[src/design/cad_pkg.sv]
// Shared types and constants for the channel average decimator.
// Used by cad_front, cad_fifo, cad_back and channel_average_decimator.
`timescale 1ns / 1ps

package cad_pkg;

	localparam int SAMPLE_W     = 16;
	localparam int SUM_W        = 22;
	localparam int POL_W        = 2;
	localparam int PCNT_W       = 3;
	localparam int CH_W         = 12;
	localparam int OCH_W        = 13;
	localparam int STEP_W       = 7;
	localparam int PHASE_W      = 6;
	localparam int MAX_POL      = 4;
	localparam int MAX_STEP     = 64;
	localparam int MAX_CHANNELS = 4096;
	localparam int CFG_W        = 13;
	localparam int CFG_IDX_W    = 3;
	localparam int Q_DEPTH      = 4;
	localparam int Q_AW         = 2;
	localparam int DIV_CNT_W    = 5;

	typedef enum logic [CFG_IDX_W-1:0] {
		REG_START_CHANNEL = 3'd0,
		REG_STEP_SIZE     = 3'd1,
		REG_OUT_CHANNELS  = 3'd2,
		REG_AVERAGE_MODE  = 3'd3,
		REG_POL_COUNT     = 3'd4
	} reg_idx_t;

	typedef struct packed {
		logic [CH_W-1:0]   start_channel;
		logic [STEP_W-1:0] step_size;
		logic [OCH_W-1:0]  out_channels;
		logic              average_mode;
		logic [PCNT_W-1:0] pol_count;
	} cfg_t;

	// One request from the front end to the back end
	typedef struct packed {
		logic signed [SUM_W-1:0] sum_re;
		logic signed [SUM_W-1:0] sum_im;
		logic                    flag;
		logic [POL_W-1:0]        pol;
		logic [CH_W-1:0]         channel;
		logic                    row_last;
		logic                    div;
		logic [STEP_W-1:0]       step;
	} req_t;

	typedef enum logic {
		B_IDLE = 1'b0,
		B_DIV  = 1'b1
	} b_state_t;

endpackage

[src/design/cad_front.sv]
// Front end: accepts samples, tracks row position and accumulates groups.
// Emits one request per result into the queue. Depends on cad_pkg.
`timescale 1ns / 1ps

module cad_front import cad_pkg::*; (
	input  logic                       clk,
	input  logic                       arst_n,
	input  cfg_t                       cfg,
	input  logic                       push,
	output logic                       full,
	input  logic signed [SAMPLE_W-1:0] sample_real,
	input  logic signed [SAMPLE_W-1:0] sample_imag,
	input  logic                       sample_flag,
	input  logic                       row_end,
	input  logic                       q_full,
	output logic                       q_push,
	output req_t                       q_req
);

	logic [POL_W-1:0]        pol_q;
	logic [CH_W-1:0]         in_ch_q;
	logic [PHASE_W-1:0]      phase_q;
	logic [OCH_W-1:0]        och_q;
	logic signed [SUM_W-1:0] sum_re_q [MAX_POL];
	logic signed [SUM_W-1:0] sum_im_q [MAX_POL];
	logic [MAX_POL-1:0]      flag_or_q;

	logic [STEP_W-1:0]       step_c;
	logic [PCNT_W-1:0]       npol_c;
	logic [OCH_W-1:0]        nout_c;
	logic [POL_W-1:0]        p_eff;
	logic                    last_pol;
	logic                    started;
	logic                    active;
	logic                    group_end;
	logic                    first;
	logic                    emit;
	logic                    accept;
	logic signed [SUM_W-1:0] ext_re;
	logic signed [SUM_W-1:0] ext_im;
	logic signed [SUM_W-1:0] acc_re;
	logic signed [SUM_W-1:0] acc_im;
	logic                    acc_flag;

	assign full   = q_full;
	assign accept = push && !q_full;

	always_comb begin
		// clamp registers to their legal ranges
		if (cfg.step_size == '0) begin
			step_c = STEP_W'(1);
		end else if (cfg.step_size > STEP_W'(MAX_STEP)) begin
			step_c = STEP_W'(MAX_STEP);
		end else begin
			step_c = cfg.step_size;
		end
		if (cfg.pol_count == '0) begin
			npol_c = PCNT_W'(1);
		end else if (cfg.pol_count > PCNT_W'(MAX_POL)) begin
			npol_c = PCNT_W'(MAX_POL);
		end else begin
			npol_c = cfg.pol_count;
		end
		if (cfg.out_channels == '0) begin
			nout_c = OCH_W'(1);
		end else if (cfg.out_channels > OCH_W'(MAX_CHANNELS)) begin
			nout_c = OCH_W'(MAX_CHANNELS);
		end else begin
			nout_c = cfg.out_channels;
		end
	end

	always_comb begin
		// a stale polarization index counts as the last one
		if (PCNT_W'(pol_q) >= npol_c) begin
			p_eff = POL_W'(npol_c - PCNT_W'(1));
		end else begin
			p_eff = pol_q;
		end
		last_pol  = (PCNT_W'(p_eff) + PCNT_W'(1)) >= npol_c;
		started   = in_ch_q >= cfg.start_channel;
		active    = started && (och_q < nout_c);
		group_end = (STEP_W'(phase_q) + STEP_W'(1)) >= step_c;
		first     = phase_q == '0;
		ext_re    = {{(SUM_W-SAMPLE_W){sample_real[SAMPLE_W-1]}}, sample_real};
		ext_im    = {{(SUM_W-SAMPLE_W){sample_imag[SAMPLE_W-1]}}, sample_imag};
		acc_re    = first ? ext_re : sum_re_q[p_eff] + ext_re;
		acc_im    = first ? ext_im : sum_im_q[p_eff] + ext_im;
		acc_flag  = first ? sample_flag : (flag_or_q[p_eff] | sample_flag);
		emit      = active && (cfg.average_mode ? group_end : first);
	end

	always_comb begin
		q_req.sum_re   = cfg.average_mode ? acc_re : ext_re;
		q_req.sum_im   = cfg.average_mode ? acc_im : ext_im;
		q_req.flag     = cfg.average_mode ? acc_flag : sample_flag;
		q_req.pol      = p_eff;
		q_req.channel  = och_q[CH_W-1:0];
		q_req.row_last = ((och_q + OCH_W'(1)) == nout_c) && last_pol;
		q_req.div      = cfg.average_mode;
		q_req.step     = step_c;
	end

	assign q_push = accept && emit;

	always_ff @(posedge clk or negedge arst_n) begin
		if (!arst_n) begin
			pol_q     <= '0;
			in_ch_q   <= '0;
			phase_q   <= '0;
			och_q     <= '0;
			flag_or_q <= '0;
			for (int i = 0; i < MAX_POL; i++) begin
				sum_re_q[i] <= '0;
				sum_im_q[i] <= '0;
			end
		end else if (accept) begin
			if (row_end) begin
				// restart the row, drop any partial group
				pol_q     <= '0;
				in_ch_q   <= '0;
				phase_q   <= '0;
				och_q     <= '0;
				flag_or_q <= '0;
				for (int i = 0; i < MAX_POL; i++) begin
					sum_re_q[i] <= '0;
					sum_im_q[i] <= '0;
				end
			end else begin
				if (cfg.average_mode && active) begin
					sum_re_q[p_eff]  <= acc_re;
					sum_im_q[p_eff]  <= acc_im;
					flag_or_q[p_eff] <= acc_flag;
				end
				if (last_pol) begin
					pol_q <= '0;
					if (!started) begin
						in_ch_q <= in_ch_q + CH_W'(1);
					end else if (active) begin
						if (group_end) begin
							phase_q <= '0;
							och_q   <= och_q + OCH_W'(1);
						end else begin
							phase_q <= phase_q + PHASE_W'(1);
						end
					end
				end else begin
					pol_q <= p_eff + POL_W'(1);
				end
			end
		end
	end

endmodule

[src/design/cad_fifo.sv]
// Short request queue between the front end and the back end.
// Depends on cad_pkg for req_t and the queue depth.
`timescale 1ns / 1ps

module cad_fifo import cad_pkg::*; (
	input  logic clk,
	input  logic arst_n,
	input  logic wr_en,
	input  req_t wr_data,
	output logic q_full,
	input  logic rd_en,
	output req_t rd_data,
	output logic q_empty
);

	req_t             mem_q [Q_DEPTH];
	logic [Q_AW-1:0]  wr_ptr_q;
	logic [Q_AW-1:0]  rd_ptr_q;
	logic [Q_AW:0]    count_q;

	assign q_full  = count_q == (Q_AW+1)'(Q_DEPTH);
	assign q_empty = count_q == '0;
	assign rd_data = mem_q[rd_ptr_q];

	always_ff @(posedge clk) begin
		if (wr_en) begin
			mem_q[wr_ptr_q] <= wr_data;
		end
	end

	always_ff @(posedge clk or negedge arst_n) begin
		if (!arst_n) begin
			wr_ptr_q <= '0;
			rd_ptr_q <= '0;
			count_q  <= '0;
		end else begin
			if (wr_en) begin
				wr_ptr_q <= wr_ptr_q + Q_AW'(1);
			end
			if (rd_en) begin
				rd_ptr_q <= rd_ptr_q + Q_AW'(1);
			end
			case ({wr_en, rd_en})
				2'b10:   count_q <= count_q + (Q_AW+1)'(1);
				2'b01:   count_q <= count_q - (Q_AW+1)'(1);
				default: count_q <= count_q;
			endcase
		end
	end

endmodule

[src/design/cad_back.sv]
// Back end: takes requests from the queue, divides group sums by the step
// one quotient bit a cycle, and holds the result register. Depends on cad_pkg.
`timescale 1ns / 1ps

module cad_back import cad_pkg::*; (
	input  logic                       clk,
	input  logic                       arst_n,
	input  logic                       q_empty,
	input  req_t                       q_req,
	output logic                       q_pop,
	output logic                       empty,
	input  logic                       pop,
	output logic signed [SAMPLE_W-1:0] out_real,
	output logic signed [SAMPLE_W-1:0] out_imag,
	output logic                       out_flag,
	output logic [POL_W-1:0]           out_pol,
	output logic [CH_W-1:0]            out_channel,
	output logic                       row_last
);

	b_state_t               state_q, state_d;
	logic [DIV_CNT_W-1:0]   cnt_q;
	logic [STEP_W-1:0]      rem_re_q, rem_im_q;
	logic [SUM_W-1:0]       dq_re_q, dq_im_q;
	logic                   neg_re_q, neg_im_q;
	req_t                   hold_q;
	logic                   out_valid_q;

	logic                   slot_free;
	logic                   load_out;
	logic                   start_div;
	logic [STEP_W+1:0]      diff_re, diff_im;
	logic [STEP_W:0]        part_re, part_im;
	logic                   ge_re, ge_im;
	logic [SAMPLE_W-1:0]    qmag_re, qmag_im;
	logic [SAMPLE_W-1:0]    res_re, res_im;
	logic [SUM_W-1:0]       mag_re, mag_im;

	assign slot_free = !out_valid_q || pop;
	assign empty     = !out_valid_q;

	always_comb begin
		state_d = state_q;
		case (state_q)
			B_IDLE: begin
				if (!q_empty && q_req.div) begin
					state_d = B_DIV;
				end
			end
			B_DIV: begin
				if (cnt_q == '0 && slot_free) begin
					state_d = B_IDLE;
				end
			end
			default: state_d = B_IDLE;
		endcase
	end

	always_comb begin
		q_pop     = 1'b0;
		start_div = 1'b0;
		load_out  = 1'b0;
		case (state_q)
			B_IDLE: begin
				start_div = !q_empty && q_req.div;
				q_pop     = !q_empty && (q_req.div || slot_free);
				load_out  = !q_empty && !q_req.div && slot_free;
			end
			B_DIV: begin
				load_out = (cnt_q == '0) && slot_free;
			end
			default: begin
				q_pop = 1'b0;
			end
		endcase
	end

	always_comb begin
		// restoring division step on both parts
		part_re = {rem_re_q, dq_re_q[SUM_W-1]};
		part_im = {rem_im_q, dq_im_q[SUM_W-1]};
		diff_re = {1'b0, part_re} - (STEP_W+2)'(hold_q.step);
		diff_im = {1'b0, part_im} - (STEP_W+2)'(hold_q.step);
		ge_re   = !diff_re[STEP_W+1];
		ge_im   = !diff_im[STEP_W+1];
		mag_re  = q_req.sum_re[SUM_W-1] ? SUM_W'(-q_req.sum_re) : SUM_W'(q_req.sum_re);
		mag_im  = q_req.sum_im[SUM_W-1] ? SUM_W'(-q_req.sum_im) : SUM_W'(q_req.sum_im);
		qmag_re = dq_re_q[SAMPLE_W-1:0];
		qmag_im = dq_im_q[SAMPLE_W-1:0];
		if (state_q == B_DIV) begin
			res_re = neg_re_q ? SAMPLE_W'(-qmag_re) : qmag_re;
			res_im = neg_im_q ? SAMPLE_W'(-qmag_im) : qmag_im;
		end else begin
			res_re = q_req.sum_re[SAMPLE_W-1:0];
			res_im = q_req.sum_im[SAMPLE_W-1:0];
		end
	end

	always_ff @(posedge clk or negedge arst_n) begin
		if (!arst_n) begin
			state_q     <= B_IDLE;
			cnt_q       <= '0;
			out_valid_q <= 1'b0;
		end else begin
			state_q <= state_d;
			if (start_div) begin
				cnt_q <= DIV_CNT_W'(SUM_W);
			end else if (state_q == B_DIV && cnt_q != '0) begin
				cnt_q <= cnt_q - DIV_CNT_W'(1);
			end
			if (load_out) begin
				out_valid_q <= 1'b1;
			end else if (pop) begin
				out_valid_q <= 1'b0;
			end
		end
	end

	always_ff @(posedge clk) begin
		if (start_div) begin
			hold_q   <= q_req;
			rem_re_q <= '0;
			rem_im_q <= '0;
			dq_re_q  <= mag_re;
			dq_im_q  <= mag_im;
			neg_re_q <= q_req.sum_re[SUM_W-1];
			neg_im_q <= q_req.sum_im[SUM_W-1];
		end else if (state_q == B_DIV && cnt_q != '0) begin
			rem_re_q <= ge_re ? diff_re[STEP_W-1:0] : part_re[STEP_W-1:0];
			rem_im_q <= ge_im ? diff_im[STEP_W-1:0] : part_im[STEP_W-1:0];
			dq_re_q  <= {dq_re_q[SUM_W-2:0], ge_re};
			dq_im_q  <= {dq_im_q[SUM_W-2:0], ge_im};
		end
		if (load_out) begin
			out_real    <= res_re;
			out_imag    <= res_im;
			if (state_q == B_DIV) begin
				out_flag    <= hold_q.flag;
				out_pol     <= hold_q.pol;
				out_channel <= hold_q.channel;
				row_last    <= hold_q.row_last;
			end else begin
				out_flag    <= q_req.flag;
				out_pol     <= q_req.pol;
				out_channel <= q_req.channel;
				row_last    <= q_req.row_last;
			end
		end
	end

endmodule

[src/design/channel_average_decimator.sv]
// Channel average decimator: per-row boxcar average or pick-first decimation
// of complex samples; a front end feeds a four-entry queue and a back end that
// holds the divider and the result register. In select mode one sample is
// taken every cycle while the queue is not full. In average mode the back end's
// bit-serial divider works out 22 quotient bits for each result and takes no new
// request from the queue while a division is in progress, so for small step_size
// the divider sets the rate and the queue absorbs short bursts.
// Depends on cad_pkg, cad_front, cad_fifo and cad_back.
`timescale 1ns / 1ps

module channel_average_decimator import cad_pkg::*; (
	input  logic                       clk,
	input  logic                       arst_n,
	input  logic                       cfg_wr_en,
	input  logic [CFG_IDX_W-1:0]       cfg_index,
	input  logic [CFG_W-1:0]           cfg_data,
	input  logic                       push,
	output logic                       full,
	input  logic signed [SAMPLE_W-1:0] sample_real,
	input  logic signed [SAMPLE_W-1:0] sample_imag,
	input  logic                       sample_flag,
	input  logic                       row_end,
	output logic                       empty,
	input  logic                       pop,
	output logic signed [SAMPLE_W-1:0] out_real,
	output logic signed [SAMPLE_W-1:0] out_imag,
	output logic                       out_flag,
	output logic [POL_W-1:0]           out_pol,
	output logic [CH_W-1:0]            out_channel,
	output logic                       row_last
);

	cfg_t cfg_q;
	logic q_push, q_pop, q_full, q_empty;
	req_t q_wr_req, q_rd_req;

	always_ff @(posedge clk or negedge arst_n) begin
		if (!arst_n) begin
			cfg_q.start_channel <= '0;
			cfg_q.step_size     <= STEP_W'(1);
			cfg_q.out_channels  <= OCH_W'(1);
			cfg_q.average_mode  <= 1'b0;
			cfg_q.pol_count     <= PCNT_W'(1);
		end else if (cfg_wr_en) begin
			case (cfg_index)
				REG_START_CHANNEL: cfg_q.start_channel <= cfg_data[CH_W-1:0];
				REG_STEP_SIZE:     cfg_q.step_size     <= cfg_data[STEP_W-1:0];
				REG_OUT_CHANNELS:  cfg_q.out_channels  <= cfg_data[OCH_W-1:0];
				REG_AVERAGE_MODE:  cfg_q.average_mode  <= cfg_data[0];
				REG_POL_COUNT:     cfg_q.pol_count     <= cfg_data[PCNT_W-1:0];
				default:           cfg_q               <= cfg_q;
			endcase
		end
	end

	cad_front u_front (
		.clk         (clk),
		.arst_n      (arst_n),
		.cfg         (cfg_q),
		.push        (push),
		.full        (full),
		.sample_real (sample_real),
		.sample_imag (sample_imag),
		.sample_flag (sample_flag),
		.row_end     (row_end),
		.q_full      (q_full),
		.q_push      (q_push),
		.q_req       (q_wr_req)
	);

	cad_fifo u_fifo (
		.clk     (clk),
		.arst_n  (arst_n),
		.wr_en   (q_push),
		.wr_data (q_wr_req),
		.q_full  (q_full),
		.rd_en   (q_pop),
		.rd_data (q_rd_req),
		.q_empty (q_empty)
	);

	cad_back u_back (
		.clk         (clk),
		.arst_n      (arst_n),
		.q_empty     (q_empty),
		.q_req       (q_rd_req),
		.q_pop       (q_pop),
		.empty       (empty),
		.pop         (pop),
		.out_real    (out_real),
		.out_imag    (out_imag),
		.out_flag    (out_flag),
		.out_pol     (out_pol),
		.out_channel (out_channel),
		.row_last    (row_last)
	);

`ifndef SYNTHESIS
	// front end never writes a full queue
	a_no_push_full: assert property (@(posedge clk) disable iff (!arst_n)
		q_push |-> !q_full) else $error("request written into full queue");

	// back end never reads an empty queue
	a_no_pop_empty: assert property (@(posedge clk) disable iff (!arst_n)
		q_pop |-> !q_empty) else $error("request read from empty queue");

	// a request written without a read leaves the queue occupied
	a_push_fills: assert property (@(posedge clk) disable iff (!arst_n)
		(q_push && !q_pop) |=> !q_empty) else $error("queue lost a request");
`endif

endmodule

[config.mk]
export PLATFORM = sky130hd
export DESIGN_NAME = channel_average_decimator
export DESIGN_NICKNAME = d
export VERILOG_FILES = /design/src/design/cad_pkg.sv /design/src/design/cad_front.sv /design/src/design/cad_fifo.sv /design/src/design/cad_back.sv /design/src/design/channel_average_decimator.sv
export SDC_FILE = /design/constraint.sdc
export NUM_CORES = 1
export LEC_CHECK = 0
export BUFFER_PORTS_ARGS = -buffer_cell sky130_fd_sc_hd__clkbuf_2
export CAP_MARGIN = 20
export CORE_MARGIN = 2
export CORE_UTILIZATION = 55
export CTS_CLUSTER_DIAMETER = 40
export DETAILED_ROUTE_END_ITERATION = 8
export GPL_TIMING_DRIVEN = 0
export PLACE_DENSITY = 0.8
export SLEW_MARGIN = 40
export SYNTH_ARGS = -nofsm -noshare
export SYNTH_HDL_FRONTEND = slang
export SYNTH_SLANG_ARGS = --single-unit
[constraint.sdc]
create_clock -name clk -period 6.7 [get_ports clk]
set_input_delay 1.005 -clock clk [delete_from_list [all_inputs] [get_ports clk]]
set_output_delay 1.005 -clock clk [all_outputs]
set_load 0.1 [all_outputs]
=== Word level (Yosys, flattened, before mapping) ===
Memory sizes are Yosys's and may differ from the RTL's.
Cells that the tools add are included.

* Bits in registers: 394
* Latch bits: 0
* Memory bits (writable): 272
* Bits in read-only memories: 0
* Input port bits: 55
* Output and inout bits: 50
* Memories kept: 1

* Add/subtract/negate cells: 20
* Multiply operators: 0
* Div/mod/pow operators: 0
* Magnitude comparators: 12
* Equal/unequal tests: 9
* Shift-type cells: 0
* Muxes and demuxes: 79
* Bitwise operators: 3
* Reductions and logical operators: 47

{| class="wikitable"
|+ Memory list
! memory !! words !! width !! read ports !! clocked after memory_dff !! wr ports !! RTL line !! source
|-
| u_fifo.mem_q || 4 || 68 || 1 || 0 || 1 || cad_fifo.sv:16 || <nowiki>req_t mem_q [Q_DEPTH];</nowiki>
|}

{| class="wikitable"
|+ Operators with widths
! kind !! number
|-
| $mux W88 || 4
|-
| $mux W22 || 15
|-
| $bwmux W88 || 2
|-
| $mux W13 || 7
|-
| $bmux W22 S2 || 2
|-
| $mux W16 || 4
|-
| $mux W12 || 4
|-
| $add A22 B16 Y22 || 2
|-
| $demux W22 S2 || 1
|-
| $neg A22 Y22 || 2
|-
| $neg A16 Y16 || 2
|-
| $mux W6 || 5
|-
| $mux W7 || 4
|-
| $sub A8 B7 Y9 || 2
|-
| $reduce_bool A2 Y1 || 8
|-
| $mux W1 || 15
|-
| $logic_and A1 B1 Y1 || 14
|-
| $add A13 B1 Y13 const B || 1
|-
| $eq A13 B13 Y1 || 1
|-
| $gt A13 B13 Y1 const B || 1
|-
| $logic_not A13 Y1 || 1
|-
| $lt A13 B13 Y1 || 1
|-
| $add A12 B1 Y12 const B || 1
|-
| $ge A12 B12 Y1 || 1
|-
| other kinds (46) || 70
|}

=== Depth between registers and ports, before layout ===
Gate-level depths: netlist of the first run.

* Depth after elaboration: 14
* Depth in mapped cells: 23
* Mapped depth without buffers: 20

=== By module ===
From an unflattened synthesis of the first run, not the netlist that was laid out.

* Cell total of the unflattened synthesis: 2867
* Area, all modules: 34390.5 um^2

{| class="wikitable"
|+ Modules (own cells, without submodules)
! module !! times used !! cells an instance !! area each (um^2)
|-
| cad_front || 1 || 1620 || 14639.0
|-
| cad_fifo || 1 || 392 || 10288.6
|-
| cad_back || 1 || 775 || 7998.9
|-
| channel_average_decimator || 1 || 80 || 1463.9
|}

=== Least setup slack after synthesis of the first run ===
Ideal clock, no wire load.

* Path kind: register -> register
* From: register cfg_q[0] in the netlist's numbering
* To: memory u_fifo.mem_q[0][67] in the netlist's numbering (data pin)
* Setup time: 0.281 ns
* Arrival time: 5.134 ns
* Data required time: 6.419 ns
* Setup slack: 1.285 ns
* Stages on the path, launching flop included: 23
* Buffers on the path: 4
* Clock period less this slack: 5.415 ns
* Path through: dfstp_2 nor2b_1 nor2_1 ha_1 or3b_2 nand2_1 mux2_2 buf_2 inv_2 clkbuf_1 clkbuf_1 nand2_1 a31oi_1 ha_1 a211oi_1 o21ai_0 nand3b_1 a21oi_1 nor3_2 or2_2 clkbuf_1 mux2i_1 xnor2_1

{| class="wikitable"
|+ RTL lines
! what !! RTL line !! source
|-
| start, declared || channel_average_decimator.sv:33 || <nowiki>cfg_t cfg_q;</nowiki>
|-
| start signal, assigned || channel_average_decimator.sv:51 || <nowiki>default: cfg_q <= cfg_q;</nowiki>
|-
| end, declared || cad_fifo.sv:16 ||
|}

=== Worst setup path after layout of the first run ===
* From: register cfg_q[0] in the netlist's numbering
* To: register u_front.sum_im_q[86] in the netlist's numbering

* Word-level cells in the longest chain between the ends: 14
* Elaborated cells between the ends (all ways): 21
* Classes of those cells: add/sub: 2; order compare: 4; mux: 12; bitwise: 1; reduce/logical: 2

{| class="wikitable"
|+ Ends and longest elaborated chain
! what !! RTL line !! source
|-
| $gt A3 B3 Y1 || cad_front.sv:59 || <nowiki>end else if (cfg.pol_count > PCNT_W'(MAX_POL)) begin</nowiki>
|-
| $mux W3 || cad_front.sv:59 ||
|-
| $mux W3 (*) || cad_front.sv:57 || <nowiki>if (cfg.pol_count == '0) begin</nowiki>
|-
| $ge A2 B3 Y1 or $sub A2 B1 Y2 (tied branches) || cad_front.sv:75, cad_front.sv:76 ||
|-
| $mux W2 (*) || cad_front.sv:75 || <nowiki>if (PCNT_W'(pol_q) >= npol_c) begin</nowiki>
|-
| $not A2 Y3 (not written as such) (*) || cad_front.sv:88, cad_front.sv:132 ||
|-
| $bmux W22 S2 || cad_front.sv:88 || <nowiki>acc_im = first ? ext_im : sum_im_q[p_eff] + ext_im;</nowiki>
|-
| $mux W22 (not written as such) (2 in a row) || cad_front.sv:88 ||
|-
| $add A22 B16 Y22 || cad_front.sv:88 ||
|-
| $mux W22 || cad_front.sv:88 ||
|-
| $bwmux W88 (*) || cad_front.sv:132 || <nowiki>sum_im_q[p_eff] <= acc_im;</nowiki>
|-
| $mux W88 (*) || cad_front.sv:130 || <nowiki>if (cfg.average_mode && active) begin</nowiki>
|-
| $mux W88 (*) || cad_front.sv:118 || <nowiki>if (row_end) begin</nowiki>
|-
| end signal, assigned by index || cad_front.sv:132 ||
|-
| end, declared || cad_front.sv:25 || <nowiki>logic signed [SUM_W-1:0] sum_im_q [MAX_POL];</nowiki>
|}

Mark *: on every way between the ends. The rest lies on a longest branch, timed or not. The select of a mux whose other input is x is not followed.
A chain may end at the register's enable or synchronous reset.

==> flow_summary.json, run 1 <==
{
  "timing.fmax_mhz": 155,
  "n_fill_cell": 4355,
  "maxSlewViolCount": 0,
  "grt_pass1_vias": 24218,
  "avgSynthCellArea_um2": 11.2,
  "slowest_delay_ps": 700,
  "synthTopCellsByCount": "nand2_1 (508), edfxtp_1 (389), o21ai_0 (305), dfrtp_1 (260), a21oi_1 (149)",
  "finalWorstSetupSlack_ps": 238,
  "yosysTopAreaCellShare_pct": 35.3,
  "leakage_nw": 14.9,
  "hold_class": "input port to async pin",
  "via_per_inst": 6.23,
  "initial_core_util_pct": 55.8,
  "critical_path_peak_fanout": 10,
  "fin_nets": 3340,
  "cp_slowest_cell": "o311ai_0",
  "required_ps": 7200,
  "cts_tree": "built",
  "synthDistinctLibCells": 80,
  "synthFlopType": "edfxtp_1",
  "antenna_found_initial": 2,
  "maxCapViolCount": 0,
  "netlist_instances": 2957,
  "utilization_pct": 64.4,
  "hold_viol": 0,
  "syn-cell-area_um2": 33100,
  "drtIter0Drc": 2760,
  "post_cts_buffers": 0,
  "cts.clk_slew.worst_paths_ps": 60,
  "grt_start_max_net_pins": 70,
  "crit_arrival_ps": 6960,
  "worstSetupStartpoint": "cfg_q[0]$_DFFE_PN1P_",
  "core_area_um2": 59200,
  "clk_latency_ps": 670,
  "die_area_um2": 62100,
  "critPathCaptureType": "register",
  "root_buffer": "clkbuf_16",
  "die_x_um": 249,
  "r2r_slack_ps": 240,
  "synthToLayoutAreaGrowth_pct": 15.4,
  "synth_top_area_cell": "edfxtp_1",
  "postCtsHoldBufs": 0,
  "worst_pin_slew_ps": 942,
  "yosys_warnings": 0,
  "drt-total-wl_mm": 90.4,
  "async_flop_share_pct": 39.5,
  "r2r_start": "cfg_q[0]$_DFFE_PN1P_",
  "post-route-period-util_pct": 96.4,
  "rsz0062_at_grt": "false",
  "worstPathCellList": "nor2b_1, nor2_1, ha_1, or3b_2, nand2_1, mux2_2, buf_2, inv_2, clkbuf_2, clkbuf_2, nand2_1, a31oi_1, ha_1, fa_1, nand3_1, a211oi_1, a211oi_2, o311ai_0, a211oi_1, xnor2_1, a21oi_1, o21ai_0",
  "numPortBuffers": 104,
  "pre_cts_slack_ps": -200,
  "htreeDepth": 3,
  "slew_headroom_pct": 37.2,
  "power.density_nw_per_um2": 435,
  "ir_drop_mv": 0.310,
  "synth.net_count": 3131,
  "io_pins": 105,
  "synth_edf_count": 389,
  "hpwlAfterDp_mm": 61.5,
  "rr_endpoint": "u_front.sum_im_q[86]$_DFFE_PN0P_",
  "die_h_um": 249,
  "drive_gt1_share_pct": 14.4,
  "grt_overflow_total": 0,
  "globalplace.congestion": 0.974,
  "r2r_cells": 22,
  "synth-seq-cells": 666,
  "dr.pass1.iters": 9,
  "routedWlPerCell_um": 22.5,
  "worstSetupPathType": "register to register",
  "clock_skew_ps": 31.0,
  "synth_most_common_cell": "nand2_1",
  "cts_buffers": 89,
  "run_status": "finished with violations",
  "violations": "DRC",
  "grt_usage_pct": 29.1,
  "setup_viol": 0,
  "antenna_left": 0,
  "drc": 6,
  "yosysSeqAreaShare_pct": 56.1,
  "vias": 25006,
  "start_kind": "register",
  "synth_area_leaders": "edfxtp_1 (35%), dfrtp_1 (20%), nand2_1 (5.8%), o21ai_0 (4.6%), mux4_2 (4.6%)",
  "clock-sinks": 666,
  "clk_path_buf_depth": 3,
  "period_needed_ps": 6460,
  "row_count": 89,
  "grt_first_pass_wirelength_mm": 140
}
## final cells by class
| type | instances | area (um2) | share of cell area [%] |
|---|---|---|---|
| Multi-Input combinational cell | 2046 | 13700 | 35.8 |
| Tap cell | 773 | 967 | 2.53 |
| Inverter | 81 | 304 | 0.797 |
| Antenna cell | 2 | 5.00 | 0.0131 |
| Clock buffer | 98 | 2290 | 6.01 |
| Sequential cell | 666 | 18500 | 48.6 |
| Timing Repair Buffer | 118 | 846 | 2.22 |
| Buffer | 164 | 668 | 1.75 |
| Clock inverter | 69 | 885 | 2.32 |
## flip-flops by register name, summed over array words and instances (netlist names), 13 cells and up
register          flops
u_fifo.mem_q        272
u_front.sum_im_q     88
u_front.sum_re_q     88
cfg_q                36
u_back.hold_q        23
u_back.dq_im_q       22
u_back.dq_re_q       22
u_back.out_imag      16
u_back.out_real      16
u_front.och_q        13
## metrics by stage
step           std cells  setup TNS (ps)  instance area [um2]  total power (W)  hold slack (ps)
2_1_floorplan       2957               0                33100          0.00981              445
3_3_place_gp        3834         -224140                34600           0.0112              461
3_5_place_dp        3847           -4170                34900           0.0114              470
4_1_cts             4014               0                38100           0.0165              241
5_1_grt             4017               0                38200           0.0173              269
6_report            4017               0                38200           0.0166              252
## cells in the final DEF (no fill, tap or decap), types with 21 or more instances in the layout
master       n
a31oi_1     54
mux2_2      50
clkbuf_16   90
nand2_1    507
clkbuf_1   126
nand3_1     61
clkbuf_2   115
a22o_1      33
mux4_2      67
edfxtp_1   389
ha_1       114
nor2_1     140
inv_1       77
mux2i_1     27
nor3_1      26
a21o_1      23
xor2_1      82
a211oi_1    21
nand2b_1    22
and3_1      45
o21ai_0    304
xnor2_1     69
o31ai_1     25
dfrtp_1    260
a21oi_1    141
## timing repair
action,4_1_cts,5_1_grt
pin swaps,0,1
setup endpoints to repair,40,85
gates resized for setup,5,14
## worst max path at each step
stage                                        to  slack [ps]  cells after the start
2_1_floorplan     u_fifo.mem_q[0][67]$_DFFE_PP_        1290                     22
4_1_cts           u_fifo.mem_q[1][37]$_DFFE_PP_         140                     21
3_5_place_dp      u_fifo.mem_q[2][42]$_DFFE_PP_        -200                     21
5_1_grt           u_fifo.mem_q[3][67]$_DFFE_PP_          30                     22
3_3_place_gp   u_front.sum_im_q[26]$_DFFE_PN0P_        -900                      1
6_report       u_front.sum_im_q[86]$_DFFE_PN0P_         240                     22
## routing by layer
layer / vias to the layer above / global-route usage, % / share of wire (%)
met5: - / 0 / 0
met4: 0 / 14.4 / 5.0
met3: 296 / 7.04 / 10
met2: 1394 / 46.4 / 46
met1: 12092 / 37.3 / 39
li1: 11224 / - / -
## worst max-delay path, delay by kind of cell (launching register included)
| family | cells | cell delay, ps |
|---|---|---|
| flops | 1 | 520 |
| compound gates | 7 | 2060 |
| simple gates | 6 | 1230 |
| fa+ha+maj | 3 | 890 |
| mux | 1 | 370 |
| buf+inv | 4 | 1030 |
| xor+xnor | 1 | 200 |
## power by group
part / leakage, nW / switching, W / internal [W]
clock: 1.52 / 0.00200 / 0.00302
sequential: 7.20 / 0.000423 / 0.00507
combinational: 6.18 / 0.00400 / 0.00209
## kinds of logic after synthesis
| family | count (synthesis) | synth area share [%] |
|---|---|---|
| flip-flops | 666 | 56.1 |
| adder cells (fa/ha/maj) | 119 | 4.62 |
| AO/OA/AOI/OAI | 713 | 12.9 |
| multiplexers | 144 | 7.08 |
| buffers and inverters | 245 | 2.87 |
| XOR/XNOR | 151 | 4.00 |
| AND/OR/NAND/NOR | 919 | 12.4 |
Note: power is estimated with default switching activity, not from simulation.
==> inputs of run 2 (changes only) <==
CORE_UTILIZATION = 60   (was 55)
PLACE_DENSITY = 0.85   (was 0.8)
SYNTH_HIERARCHICAL = 1   (was unset)
==> run 2 against run 1 <==
The flow now finishes without violations. Critical path depth shrank 2. Clock skew decreased by 0.72 ps. Cell area grew 2.7%. Sequential cell count unchanged. Sequential share of layout area down 1.3 points. Cell count fell by 2.6%. Global-route usage is 3.2 points higher. Non-clock buffer count grew 19. Via count rose by 4.9%.
==> flow_summary.json, run 2 <==
{
  "run_status": "finished clean",
  "async_flop_share_pct": 39.5,
  "clk_latency_ps": 650,
  "yosysTopAreaCellShare_pct": 34.0,
  "drc": 0,
  "rr_endpoint": "u_fifo/mem_q[1][62]$_DFFE_PP_",
  "antenna_found_initial": 7,
  "postCtsHoldBufs": 0,
  "seqPwrFrac_pct": 29.8,
  "crit_arrival_ps": 6750,
  "ir_drop_mv": 0.373,
  "leakage_nw": 15.3,
  "htreeDepth": 3,
  "drive_gt1_share_pct": 18.5,
  "cts_tree": "built",
  "n_fill_cell": 3615,
  "switching_share_pct": 43.2,
  "final_cell_mix": "edfxtp_1 (389), nand2_1 (330), dfrtp_1 (260)",
  "post_cts_buffers": 0,
  "required_ps": 7030,
  "slew_headroom_pct": 34.7,
  "switching_power_w": 0.00821,
  "root_buffer": "clkbuf_16",
  "drt-total-wl_mm": 96.1,
  "synth-xor-area-share_pct": 3.01,
  "final_common_cell": "edfxtp_1",
  "post-route-period-util_pct": 95.8,
  "synth_area_leaders": "edfxtp_1 (34%), dfrtp_1 (19%), mux4_2 (4.5%), ha_1 (4.1%), nand2_1 (3.6%)",
  "r2r_start": "cfg_q[0]$_DFFE_PN1P_",
  "synth_fa_ha_area_share_pct": 4.43,
  "maxCapViolCount": 0,
  "synth_edf_count": 389,
  "synthMuxAreaShare_pct": 7.79,
  "seqCellArea_um2": 18500,
  "timing.fmax_mhz": 156,
  "row_count": 87,
  "start_kind": "register",
  "top_regs": "u_fifo/mem_q (272), u_front/sum_im_q (88), u_front/sum_re_q (88)",
  "clk_path_buf_depth": 3,
  "finalWorstSetupSlack_ps": 280,
  "pre_cts_slack_ps": -520,
  "cts.clk_slew.worst_paths_ps": 60,
  "synth-seq-cells": 666,
  "synth.net_count": 3040,
  "clkPwrFrac_pct": 25.0,
  "initial_core_util_pct": 60.9,
  "clock-sinks": 666,
  "synthFlopType": "edfxtp_1",
  "synthTopCellsByCount": "edfxtp_1 (389), nand2_1 (330), dfrtp_1 (260), a21oi_1 (130), clkbuf_1 (119)",
  "grt_start_max_net_pins": 76,
  "synth_top_family_by_area": "compound AO/OA/AOI/OAI gates",
  "grt_pass1_vias": 25724,
  "regMostFlops": "u_fifo/mem_q",
  "multi_input_area_um2": 14600,
  "dr.pass1.iters": 6,
  "power.density_nw_per_um2": 485,
  "rsz0062_at_grt": "false",
  "setup_viol": 0,
  "hpwlAfterDp_mm": 66.3,
  "die_area_um2": 59200,
  "internal-power_w": 0.0108,
  "cts_buffers": 89,
  "critical_path_peak_fanout": 11,
  "power_w": 0.0190,
  "avgSynthCellArea_um2": 12.0,
  "via_per_inst": 6.70,
  "fin_nets": 3245,
  "numPortBuffers": 104,
  "grt_first_pass_wirelength_mm": 149,
  "synthToLayoutAreaGrowth_pct": 14.0,
  "synth_most_common_cell": "edfxtp_1",
  "globalplace.congestion": 0.973,
  "setup_tns_ps": 0,
  "antenna_left": 0,
  "critPathCaptureType": "register",
  "r2r_cells": 20,
  "synthSimpleGateAreaFrac_pct": 11.8,
  "hold_viol": 0,
  "yosysSeqAreaShare_pct": 53.9,
  "hold_class": "input port to async pin",
  "worstSetupPathType": "register to register",
  "routedWlPerCell_um": 24.6,
  "io_pins": 105,
  "die_x_um": 243,
  "r2r_slack_ps": 280,
  "maxSlewViolCount": 0,
  "yosys_warnings": 6,
  "die_h_um": 243,
  "clock_skew_ps": 30.3,
  "grt_usage_pct": 32.3,
  "netlist_instances": 2867,
  "drtIter0Drc": 3530,
  "vias": 26223,
  "synth-compound-area-share_pct": 15.2,
  "fin_hold_ws_ps": 262,
  "combPwrFrac_pct": 45.2,
  "period_needed_ps": 6420,
  "synthDistinctLibCells": 105,
  "worst_pin_slew_ps": 969,
  "synth_top_area_cell": "edfxtp_1",
  "core_area_um2": 56500,
  "grt_overflow_total": 0,
  "largest_register_ffs": 272,
  "syn-cell-area_um2": 34400
}
run 2: kinds of logic after synthesis:
kind of cell    Yosys count
mux                     169
flops                   666
simple gates            816
buf+inv                 277
fa+ha+maj               119
xor+xnor                118
compound gates          702
run 2: metrics by stage:
| step | instances | instance area (um2) | util [%] |
|---|---|---|---|
| floorplan | 2867 | 34400 | - |
| global placement | 3727 | 35900 | 63.5 |
| detailed placement | 3738 | 36100 | 63.9 |
| CTS | 3905 | 39100 | 69.3 |
| global route | 3909 | 39200 | 69.4 |
| finish | 3912 | 39200 | 69.4 |
run 2: repair_timing:
| item | 4_1_cts | 5_1_grt |
|---|---|---|
| endpoints found under the setup margin | 99 | 135 |
| endpoints found under the hold margin | 0 | 0 |
| resized for setup | 9 | 13 |
run 2: worst max-delay path, cell delays in order (launching register included):
cell and delay (ps):
dfstp_2 650, nor2b_1 90, nor2_1 150, ha_1 270
or3b_1 480, nand2_2 210, mux2_2 440, inv_2 170
clkbuf_2 280, clkbuf_2 330, nand2_1 100, a31oi_1 370
ha_1 370, a21oi_1 170, nand2_1 130, o32ai_2 450
nor4_1 180, o21ai_0 180, or3b_1 380, a31oi_2 450
a21oi_1 220
run 2: area by class of cell:
cell class | count | area share, %
plain buffers | 186 | 2.53
clock inverters | 67 | 1.74
well taps | 756 | 2.41
clock buffers | 100 | 5.92
flip-flops and latches | 666 | 47.3
repair buffers | 115 | 1.94
diodes | 8 | 0.0511
multi-input cells | 1924 | 37.2
inverters | 90 | 0.871
run 2: metal layers:
metal	vias up	wire, um	part of all wire, %	global-route usage (%)
met1	12884	37100	39	43.0
met2	1700	45100	47	51.6
met3	326	9330	9.7	5.74
li1	11311	-	-	-
met4	2	4590	4.8	15.9
met5	-	10	0.010	0
run 2: worst max path at each step:
stage / start / end / slack (ps) / cells past startpoint
finish: cfg_q[0]$_DFFE_PN1P_ / u_fifo/mem_q[1][62]$_DFFE_PP_ / 280 / 20
global route: cfg_q[0]$_DFFE_PN1P_ / u_fifo/mem_q[1][62]$_DFFE_PP_ / 40 / 20
CTS: cfg_q[0]$_DFFE_PN1P_ / u_fifo/mem_q[1][62]$_DFFE_PP_ / 8 / 20
detailed placement: cfg_q[0]$_DFFE_PN1P_ / u_fifo/mem_q[0][62]$_DFFE_PP_ / -520 / 21
global placement: arst_n / u_front/sum_re_q[79]$_DFFE_PN0P_ / -620 / 1
floorplan: cfg_q[0]$_DFFE_PN1P_ / u_fifo/mem_q[0][39]$_DFFE_PP_ / 1240 / 21
run 2: power groups by stage:
stage,clock (W),sequential (W),combinational (W)
after floorplan,0,0.00618,0.00533
after global placement,0,0.00571,0.00784
after detailed placement,0,0.00572,0.00818
after CTS,0.00477,0.00565,0.00831
after global routing,0.00494,0.00572,0.00910
final,0.00474,0.00567,0.00859
